<file path="config.mk">
export PLATFORM = sky130hd
export DESIGN_NAME = aes_ctr_ctrl
export DESIGN_NICKNAME = d
export VERILOG_FILES = /design/src/hw/rtl/aes_ctr_pkg.sv /design/src/hw/rtl/aes_ctr_ctrl.sv
export SDC_FILE = /design/constraint.sdc
export NUM_CORES = 1
export LEC_CHECK = 0
export BUFFER_PORTS_ARGS = -buffer_cell sky130_fd_sc_hd__buf_4
export CORE_AREA = 2 2 39 41
export DETAILED_ROUTE_END_ITERATION = 6
export DIE_AREA = 0 0 41 43
export GPL_ROUTABILITY_DRIVEN = 0
export MAX_ROUTING_LAYER = met4
export SLEW_MARGIN = 0
export SYNTH_ARGS = -nofsm -noshare
export SYNTH_HDL_FRONTEND = slang
export SYNTH_SLANG_ARGS = --single-unit
</file>
<file path="constraint.sdc">
create_clock -name clk -period 2.1 [get_ports clk]
set_input_delay 0.315 -clock clk [delete_from_list [all_inputs] [get_ports clk]]
set_output_delay 0.315 -clock clk [all_outputs]
set_load 0.05 [all_outputs]
</file>
<file path="src/hw/rtl/aes_ctr_pkg.sv">
// Package: shared types, constants and AES helper functions for the CTR cipher.
package aes_ctr_pkg;

  localparam int unsigned NumRounds = 10;
  localparam int unsigned NumRoundKeys = NumRounds + 1;
  localparam int unsigned RkIdxW = $clog2(NumRoundKeys);
  localparam int unsigned CfgIdxW = 1;

  localparam logic [CfgIdxW-1:0] RegKeyHigh = 1'b0;
  localparam logic [CfgIdxW-1:0] RegKeyLow = 1'b1;

  typedef enum logic [1:0] {
    ST_EXPAND,
    ST_IDLE,
    ST_ROUND,
    ST_OUT
  } ctrl_state_t;

  typedef struct packed {
    logic key_start;
    logic key_step;
    logic blk_load;
    logic blk_round;
    logic blk_finish;
  } dp_cmd_t;

  typedef struct packed {
    logic out_full;
  } dp_status_t;

  localparam logic [7:0] SboxTab [256] = '{
    8'h63, 8'h7C, 8'h77, 8'h7B, 8'hF2, 8'h6B, 8'h6F, 8'hC5,
    8'h30, 8'h01, 8'h67, 8'h2B, 8'hFE, 8'hD7, 8'hAB, 8'h76,
    8'hCA, 8'h82, 8'hC9, 8'h7D, 8'hFA, 8'h59, 8'h47, 8'hF0,
    8'hAD, 8'hD4, 8'hA2, 8'hAF, 8'h9C, 8'hA4, 8'h72, 8'hC0,
    8'hB7, 8'hFD, 8'h93, 8'h26, 8'h36, 8'h3F, 8'hF7, 8'hCC,
    8'h34, 8'hA5, 8'hE5, 8'hF1, 8'h71, 8'hD8, 8'h31, 8'h15,
    8'h04, 8'hC7, 8'h23, 8'hC3, 8'h18, 8'h96, 8'h05, 8'h9A,
    8'h07, 8'h12, 8'h80, 8'hE2, 8'hEB, 8'h27, 8'hB2, 8'h75,
    8'h09, 8'h83, 8'h2C, 8'h1A, 8'h1B, 8'h6E, 8'h5A, 8'hA0,
    8'h52, 8'h3B, 8'hD6, 8'hB3, 8'h29, 8'hE3, 8'h2F, 8'h84,
    8'h53, 8'hD1, 8'h00, 8'hED, 8'h20, 8'hFC, 8'hB1, 8'h5B,
    8'h6A, 8'hCB, 8'hBE, 8'h39, 8'h4A, 8'h4C, 8'h58, 8'hCF,
    8'hD0, 8'hEF, 8'hAA, 8'hFB, 8'h43, 8'h4D, 8'h33, 8'h85,
    8'h45, 8'hF9, 8'h02, 8'h7F, 8'h50, 8'h3C, 8'h9F, 8'hA8,
    8'h51, 8'hA3, 8'h40, 8'h8F, 8'h92, 8'h9D, 8'h38, 8'hF5,
    8'hBC, 8'hB6, 8'hDA, 8'h21, 8'h10, 8'hFF, 8'hF3, 8'hD2,
    8'hCD, 8'h0C, 8'h13, 8'hEC, 8'h5F, 8'h97, 8'h44, 8'h17,
    8'hC4, 8'hA7, 8'h7E, 8'h3D, 8'h64, 8'h5D, 8'h19, 8'h73,
    8'h60, 8'h81, 8'h4F, 8'hDC, 8'h22, 8'h2A, 8'h90, 8'h88,
    8'h46, 8'hEE, 8'hB8, 8'h14, 8'hDE, 8'h5E, 8'h0B, 8'hDB,
    8'hE0, 8'h32, 8'h3A, 8'h0A, 8'h49, 8'h06, 8'h24, 8'h5C,
    8'hC2, 8'hD3, 8'hAC, 8'h62, 8'h91, 8'h95, 8'hE4, 8'h79,
    8'hE7, 8'hC8, 8'h37, 8'h6D, 8'h8D, 8'hD5, 8'h4E, 8'hA9,
    8'h6C, 8'h56, 8'hF4, 8'hEA, 8'h65, 8'h7A, 8'hAE, 8'h08,
    8'hBA, 8'h78, 8'h25, 8'h2E, 8'h1C, 8'hA6, 8'hB4, 8'hC6,
    8'hE8, 8'hDD, 8'h74, 8'h1F, 8'h4B, 8'hBD, 8'h8B, 8'h8A,
    8'h70, 8'h3E, 8'hB5, 8'h66, 8'h48, 8'h03, 8'hF6, 8'h0E,
    8'h61, 8'h35, 8'h57, 8'hB9, 8'h86, 8'hC1, 8'h1D, 8'h9E,
    8'hE1, 8'hF8, 8'h98, 8'h11, 8'h69, 8'hD9, 8'h8E, 8'h94,
    8'h9B, 8'h1E, 8'h87, 8'hE9, 8'hCE, 8'h55, 8'h28, 8'hDF,
    8'h8C, 8'hA1, 8'h89, 8'h0D, 8'hBF, 8'hE6, 8'h42, 8'h68,
    8'h41, 8'h99, 8'h2D, 8'h0F, 8'hB0, 8'h54, 8'hBB, 8'h16
  };

  localparam logic [7:0] RconTab [NumRounds] = '{
    8'h01, 8'h02, 8'h04, 8'h08, 8'h10, 8'h20, 8'h40, 8'h80, 8'h1B, 8'h36
  };

  // byte i of the state sits at bits [127-8i -: 8]
  function automatic logic [7:0] get_byte(logic [127:0] s, int unsigned i);
    get_byte = s[127 - 8 * i -: 8];
  endfunction

  function automatic logic [7:0] xtime(logic [7:0] v);
    xtime = {v[6:0], 1'b0} ^ (v[7] ? 8'h1B : 8'h00);
  endfunction

  function automatic logic [127:0] sub_shift(logic [127:0] s);
    logic [127:0] t;
    t = '0;
    for (int c = 0; c < 4; c++) begin
      for (int r = 0; r < 4; r++) begin
        t[127 - 8 * (c * 4 + r) -: 8] = SboxTab[get_byte(s, ((c + r) % 4) * 4 + r)];
      end
    end
    sub_shift = t;
  endfunction

  function automatic logic [127:0] mix_cols(logic [127:0] s);
    logic [127:0] t;
    logic [7:0] a0, a1, a2, a3, all;
    t = '0;
    for (int c = 0; c < 4; c++) begin
      a0 = get_byte(s, c * 4);
      a1 = get_byte(s, c * 4 + 1);
      a2 = get_byte(s, c * 4 + 2);
      a3 = get_byte(s, c * 4 + 3);
      all = a0 ^ a1 ^ a2 ^ a3;
      t[127 - 32 * c -: 8] = a0 ^ all ^ xtime(a0 ^ a1);
      t[119 - 32 * c -: 8] = a1 ^ all ^ xtime(a1 ^ a2);
      t[111 - 32 * c -: 8] = a2 ^ all ^ xtime(a2 ^ a3);
      t[103 - 32 * c -: 8] = a3 ^ all ^ xtime(a3 ^ a0);
    end
    mix_cols = t;
  endfunction

  function automatic logic [127:0] next_round_key(logic [127:0] k, logic [7:0] rc);
    logic [31:0] t;
    logic [127:0] n;
    t = {SboxTab[k[23:16]] ^ rc, SboxTab[k[15:8]], SboxTab[k[7:0]], SboxTab[k[31:24]]};
    n[127:96] = k[127:96] ^ t;
    n[95:64] = k[95:64] ^ n[127:96];
    n[63:32] = k[63:32] ^ n[95:64];
    n[31:0] = k[31:0] ^ n[63:32];
    next_round_key = n;
  endfunction

endpackage

</file>
<file path="src/hw/rtl/aes_ctr_ctrl.sv">
// Controller: sequences key expansion, the rounds of one block and the result.
module aes_ctr_ctrl (
  input  logic                      clk,
  input  logic                      rst,
  input  logic                      key_write,
  input  logic                      in_fire,
  input  aes_ctr_pkg::dp_status_t   status,
  output aes_ctr_pkg::dp_cmd_t      cmd,
  output logic                      in_ready,
  output logic                      cfg_ready,
  output logic [aes_ctr_pkg::RkIdxW-1:0] rk_addr
);
  import aes_ctr_pkg::*;

  ctrl_state_t state, state_next;
  logic [RkIdxW-1:0] step, step_next;
  logic kick;

  always_ff @(posedge clk) begin
    if (rst) begin
      state <= ST_EXPAND;
      step <= '0;
      kick <= 1'b1;
    end else begin
      state <= state_next;
      step <= step_next;
      kick <= key_write;
    end
  end

  always_comb begin
    state_next = state;
    step_next = step;
    case (state)
      ST_EXPAND: begin
        if (kick) begin
          step_next = '0;
        end else if (step == RkIdxW'(NumRounds)) begin
          state_next = ST_IDLE;
          step_next = '0;
        end else begin
          step_next = step + 1'b1;
        end
      end
      ST_IDLE: begin
        if (key_write) begin
          state_next = ST_EXPAND;
        end else if (in_fire) begin
          state_next = ST_ROUND;
          step_next = RkIdxW'(1);
        end
      end
      ST_ROUND: begin
        if (step == RkIdxW'(NumRounds)) begin
          state_next = ST_OUT;
          step_next = '0;
        end else begin
          step_next = step + 1'b1;
        end
      end
      ST_OUT: begin
        state_next = ST_IDLE;
      end
      default: begin
        state_next = ST_IDLE;
      end
    endcase
  end

  // round key read address: one ahead of the step that consumes it
  always_comb begin
    cmd = '0;
    in_ready = 1'b0;
    cfg_ready = 1'b0;
    rk_addr = '0;
    case (state)
      ST_EXPAND: begin
        cmd.key_start = kick;
        cmd.key_step = !kick;
        rk_addr = step;
      end
      ST_IDLE: begin
        cfg_ready = 1'b1;
        // a key write takes priority over a text word in the same cycle
        in_ready = !status.out_full && !key_write;
        cmd.blk_load = in_fire;
        rk_addr = '0;
      end
      ST_ROUND: begin
        cmd.blk_round = 1'b1;
        rk_addr = step;
      end
      ST_OUT: begin
        cmd.blk_finish = 1'b1;
      end
      default: begin
        cmd = '0;
      end
    endcase
  end
endmodule

</file>
### Word-level counts from Yosys, hierarchy flattened

Index checks and enable logic that the tools add are counted.
Widths: inputs -> output; s select.

| word-level totals | value |
|---|---|
| register bits | 7 |
| input port bits | 5 |
| word-level logic and storage cells | 41 |

| cells by class | value |
|---|---|
| equality and inequality tests | 10 |
| reductions and logical operators | 9 |
| muxes and demuxes | 18 |
| add/subtract/negate cells | 1 |

Operator list:

| operator | number |
|---|---|
| $mux 4 | 5 |
| $mux 2 | 6 |
| $pmux 4 s3 | 1 |
| $ne 2x2->1 const B | 5 |
| $pmux 2 s4 | 1 |
| $mux 1 | 5 |
| $add 4x1->4 const B | 1 |
| $eq 2x2->1 const B | 2 |
| $eq 4x4->1 const B | 1 |
| $reduce_and 4->1 | 1 |
| $logic_not 1->1 | 3 |
| $ne 3x3->1 const B | 1 |
| $reduce_and 3->1 | 1 |
| $reduce_bool 3->1 | 1 |
| $eq 2x1->1 const B | 1 |
| $logic_not 2->1 | 1 |
| $reduce_or 2->1 | 1 |
| $logic_and 1x1->1 | 1 |

### Longest topological paths before layout

| depth | value |
|---|---|
| depth after elaboration | 4 |
| gate-level depth with buffers | 6 |
| mapped depth without buffers | 6 |

### Worst setup path before layout

No wires, ideal clock.

| path | value |
|---|---|
| kind | register to output |
| start point | reg state[0] |
| end point | out in_ready |
| stages on the path, launching flop included | 4 |
| required time | 1785 ps |
| arrival time | 1942 ps |
| setup slack | -157 ps |
| cells stage by stage | dfxtp_1 ha_1 nand2b_1 nor2_1 |

| on the way | value |
|---|---|
| longest elaborated chain between the ends | 2 |

RTL lines:

| item | RTL line | source |
|---|---|---|
| start: declaration | aes_ctr_ctrl.sv:15 | `ctrl_state_t state, state_next;` |
| start signal: assignment | aes_ctr_ctrl.sv:25 | `state <= state_next;` |
| $eq 2x1->1 | aes_ctr_ctrl.sv:76 | `case (state)` |
| $mux 1 | aes_ctr_ctrl.sv:76 |  |
| end: declaration | aes_ctr_ctrl.sv:9 | `output logic in_ready,` |

Every way passes these cells.

### Final worst setup path

Same ends and word-level chain as after synthesis.

==> flow_summary.ini <==
[run_status]
status = finished, final reports clean

[sta]
setup_viol = 0
rsz0062_at_grt = no
hold_violations = 0
worst_pin_slew_ns = 0.308
finClkSkew_ns = 0.00276
clock.fmax_ghz = 0.553
timing.slew.headroom_pct = 79.4
slew_viol_final = 0
holdWs_ns = 0.269
period_share_pct = 86.1
period_needed_ns = 1.81
tns_ns = 0

[job]
maxCapViolCount = 0

[floorplan]
fp-row-count = 14
start_util_pct = 38.0
fp.dieW_um = 41
coreArea_um2 = 1380
ios = 16
die_h_um = 43
die_area_um2 = 1760

[place]
port_buffers = 15
dp_hpwl_um = 896

[logic_synthesis]
synth_nets = 71
synth_top_family_by_area = simple AND/OR/NAND/NOR gates
yosysUniqueCellTypes = 25
syn_avg_cell_area_um2 = 9.06
netlist_area_um2 = 526
synth_xor_area_share_pct = 0
synthMuxAreaShare_pct = 0
syn_inst = 58
ys_warn_count = 0
ys_seq_elements = 7
synth_compound_area_share_pct = 23.3
ys.flop_type = dfxtp_1
synth-seq-area-share_pct = 26.7
synth_adder_area_share_pct = 19.0
synth_top_area_share_pct = 26.7
synth-simple-area-share_pct = 28.1
async_reset_ff_share_pct = 0
synth_edf_count = 0
synth_area_leaders = dfxtp_1, ha_1, a211oi_2
synth_top_area_cell = dfxtp_1

[cts]
cts-htree-levels = 1
cts_tree = yes
worst_skew_pair.late_latency_ns = 0.25
root_buffer = clkbuf_4
cts_setup_buffers = 0
numCtsBuffers = 3
cts.sinks = 7
ctsResizeCount = 0
cts_max_path_buffers = 2
holdBufCountCts = 0
clk_pin_slew_ns = 0.05

[layout]
drive_above_1_share_pct = 35.9
antenna_cells = 0
layout.nets = 92
syn_to_final_growth_pct = 32.1
fin_util_pct = 50.2

[routing]
routed_wirelength_um = 1110
drc = 0
antenna_left = 0
vias = 476
drt_first_pass_iters = 2
wl_per_cell_um = 11.8
drt_iter0_markers = 2
viasPerCell = 5.06

[critical_path]
worstSetupPathType = flip-flop to output pin
reg2reg_depth = 6
worstSetupEndpointType = output pin
r2r-start = state[1]$_SDFFE_PP0P_
worstPathArrival_ns = 1.49
crit_fanout = 9
rr_endpoint = step[0]$_SDFFE_PP0P_
crit_path_start_kind = flip-flop
worstPathRequired_ns = 1.78
r2r_setup_slack_ns = 0.41

[pwr]
pwr-share-comb_pct = 13.1
p_seq_share_pct = 46.1
peakVddDrop_mv = 0.312
internal_power_w = 0.000223
p_leak_nw = 0.324
switching_share_pct = 24.9
clkPwrFrac_pct = 40.8
p_per_area_nw_per_um2 = 428
switchingPower_w = 0.0000740

[hold_path]
hp-class = input pin to flip-flop
holdPathEnd = kick$_SDFF_PP1_
min_path_cells = 2
hold_start = key_write

[global_route]
grt_usage_pct = 16.3
grt_pass1_wl_um = 1900
grt_pass1_vias = 455
grt_overflow = 0
antenna_found_initial = 0
grt_max_degree = 10
[worst max-delay path by stage]
stage	from	endpoint	slack (ns)	cells past startpoint
2_1_floorplan	state[0]$_SDFFE_PP0P_	in_ready	0.06	3
3_3_place_gp	state[1]$_SDFFE_PP0P_	step[0]$_SDFFE_PP0P_	0.44	6
3_5_place_dp	state[1]$_SDFFE_PP0P_	step[0]$_SDFFE_PP0P_	0.42	6
4_1_cts	state[0]$_SDFFE_PP0P_	in_ready	0.27	5
5_1_grt	state[0]$_SDFFE_PP0P_	in_ready	0.13	5
6_report	state[0]$_SDFFE_PP0P_	in_ready	0.29	5
[metrics by stage]
step,total power [W],cells,area [um2],setup slack (ns)
4_1_cts,0.000302,94,694,0.270
2_1_floorplan,0.000162,58,528,0.0552
3_5_place_dp,0.000179,90,668,0.424
6_report,0.000297,94,694,0.292
3_3_place_gp,0.000179,90,668,0.444
5_1_grt,0.000314,94,694,0.133
[cell usage after synthesis (2+ instances only)]
| cell type | instances |
|---|---|
| ha_1 | 8 |
| dfxtp_1 | 7 |
| inv_1 | 4 |
| nand2_1 | 4 |
| nor2_1 | 4 |
| nor2b_1 | 4 |
| a21oi_1 | 3 |
| nand2b_1 | 3 |
| nand3_1 | 3 |
| a211oi_2 | 2 |
| nand4b_1 | 2 |
[routing by layer]
metal / routed length, um / global-route usage [%] / up-vias
met1: 508 / 21.0 / 217
met5: 0 / - / -
li1: - / - / 246
met3: 58 / 3.14 / 2
met2: 526 / 23.4 / 11
met4: 19 / 8.00 / 0
[cell families (layout without fill, tap and decap cells)]
logic type,after synthesis,count (layout)
AO/OA/AOI/OAI,13,13
adder cells (fa/ha/maj),8,8
buffers and inverters,4,24
flip-flops,7,7
AND/OR/NAND/NOR,26,26
[registers in the layout, summed over array words and instances, names as in the netlist]
| register | count |
|---|---|
| state | 2 |
| kick | 1 |
| step | 4 |
[worst max-delay path: stages (launching register included)]
cell and delay, ns:
dfxtp_1 0.32, buf_4 0.17, ha_1 0.30, nand2b_1 0.16, nor2_2 0.10, buf_4 0.20
[layout by cell type (no fill, tap or decap), drive strengths merged]
| cell | synthesis | layout |
|---|---|---|
| inv | 4 | 4 |
| clkbuf | 0 | 4 |
| and3b | 1 | 1 |
| a211oi | 3 | 3 |
| buf | 0 | 16 |
| dfxtp | 7 | 7 |
| nand4b | 2 | 2 |
| nand3b | 1 | 1 |
| nand3 | 3 | 3 |
| a21oi | 4 | 4 |
| o221a | 1 | 1 |
| ha | 8 | 8 |
| a21o | 1 | 1 |
| nor2b | 4 | 4 |
| nand2b | 3 | 3 |
| nand2 | 4 | 4 |
| nor2 | 5 | 5 |
| a31oi | 1 | 1 |
| a221oi | 1 | 1 |
| or2 | 2 | 2 |
| o31ai | 1 | 1 |
| o21ai | 1 | 1 |
| and2 | 1 | 1 |
[power by group through the flow]
stage	clock [W]	sequential, W	combinational, W
2_1_floorplan	0	0.000139	0.0000231
3_3_place_gp	0	0.000140	0.0000389
3_5_place_dp	0	0.000140	0.0000391
4_1_cts	0.000126	0.000137	0.0000392
5_1_grt	0.000136	0.000137	0.0000420
6_report	0.000121	0.000137	0.0000388
[layout make-up]
class	count	area [um2]
Inverter	4	15.0
Multi-Input combinational cell	47	373
Timing Repair Buffer	16	120
Fill cell	145	689
Tap cell	16	20.0
Sequential cell	7	140
Clock buffer	4	26.3
Power figures use the tool's default switching activity.
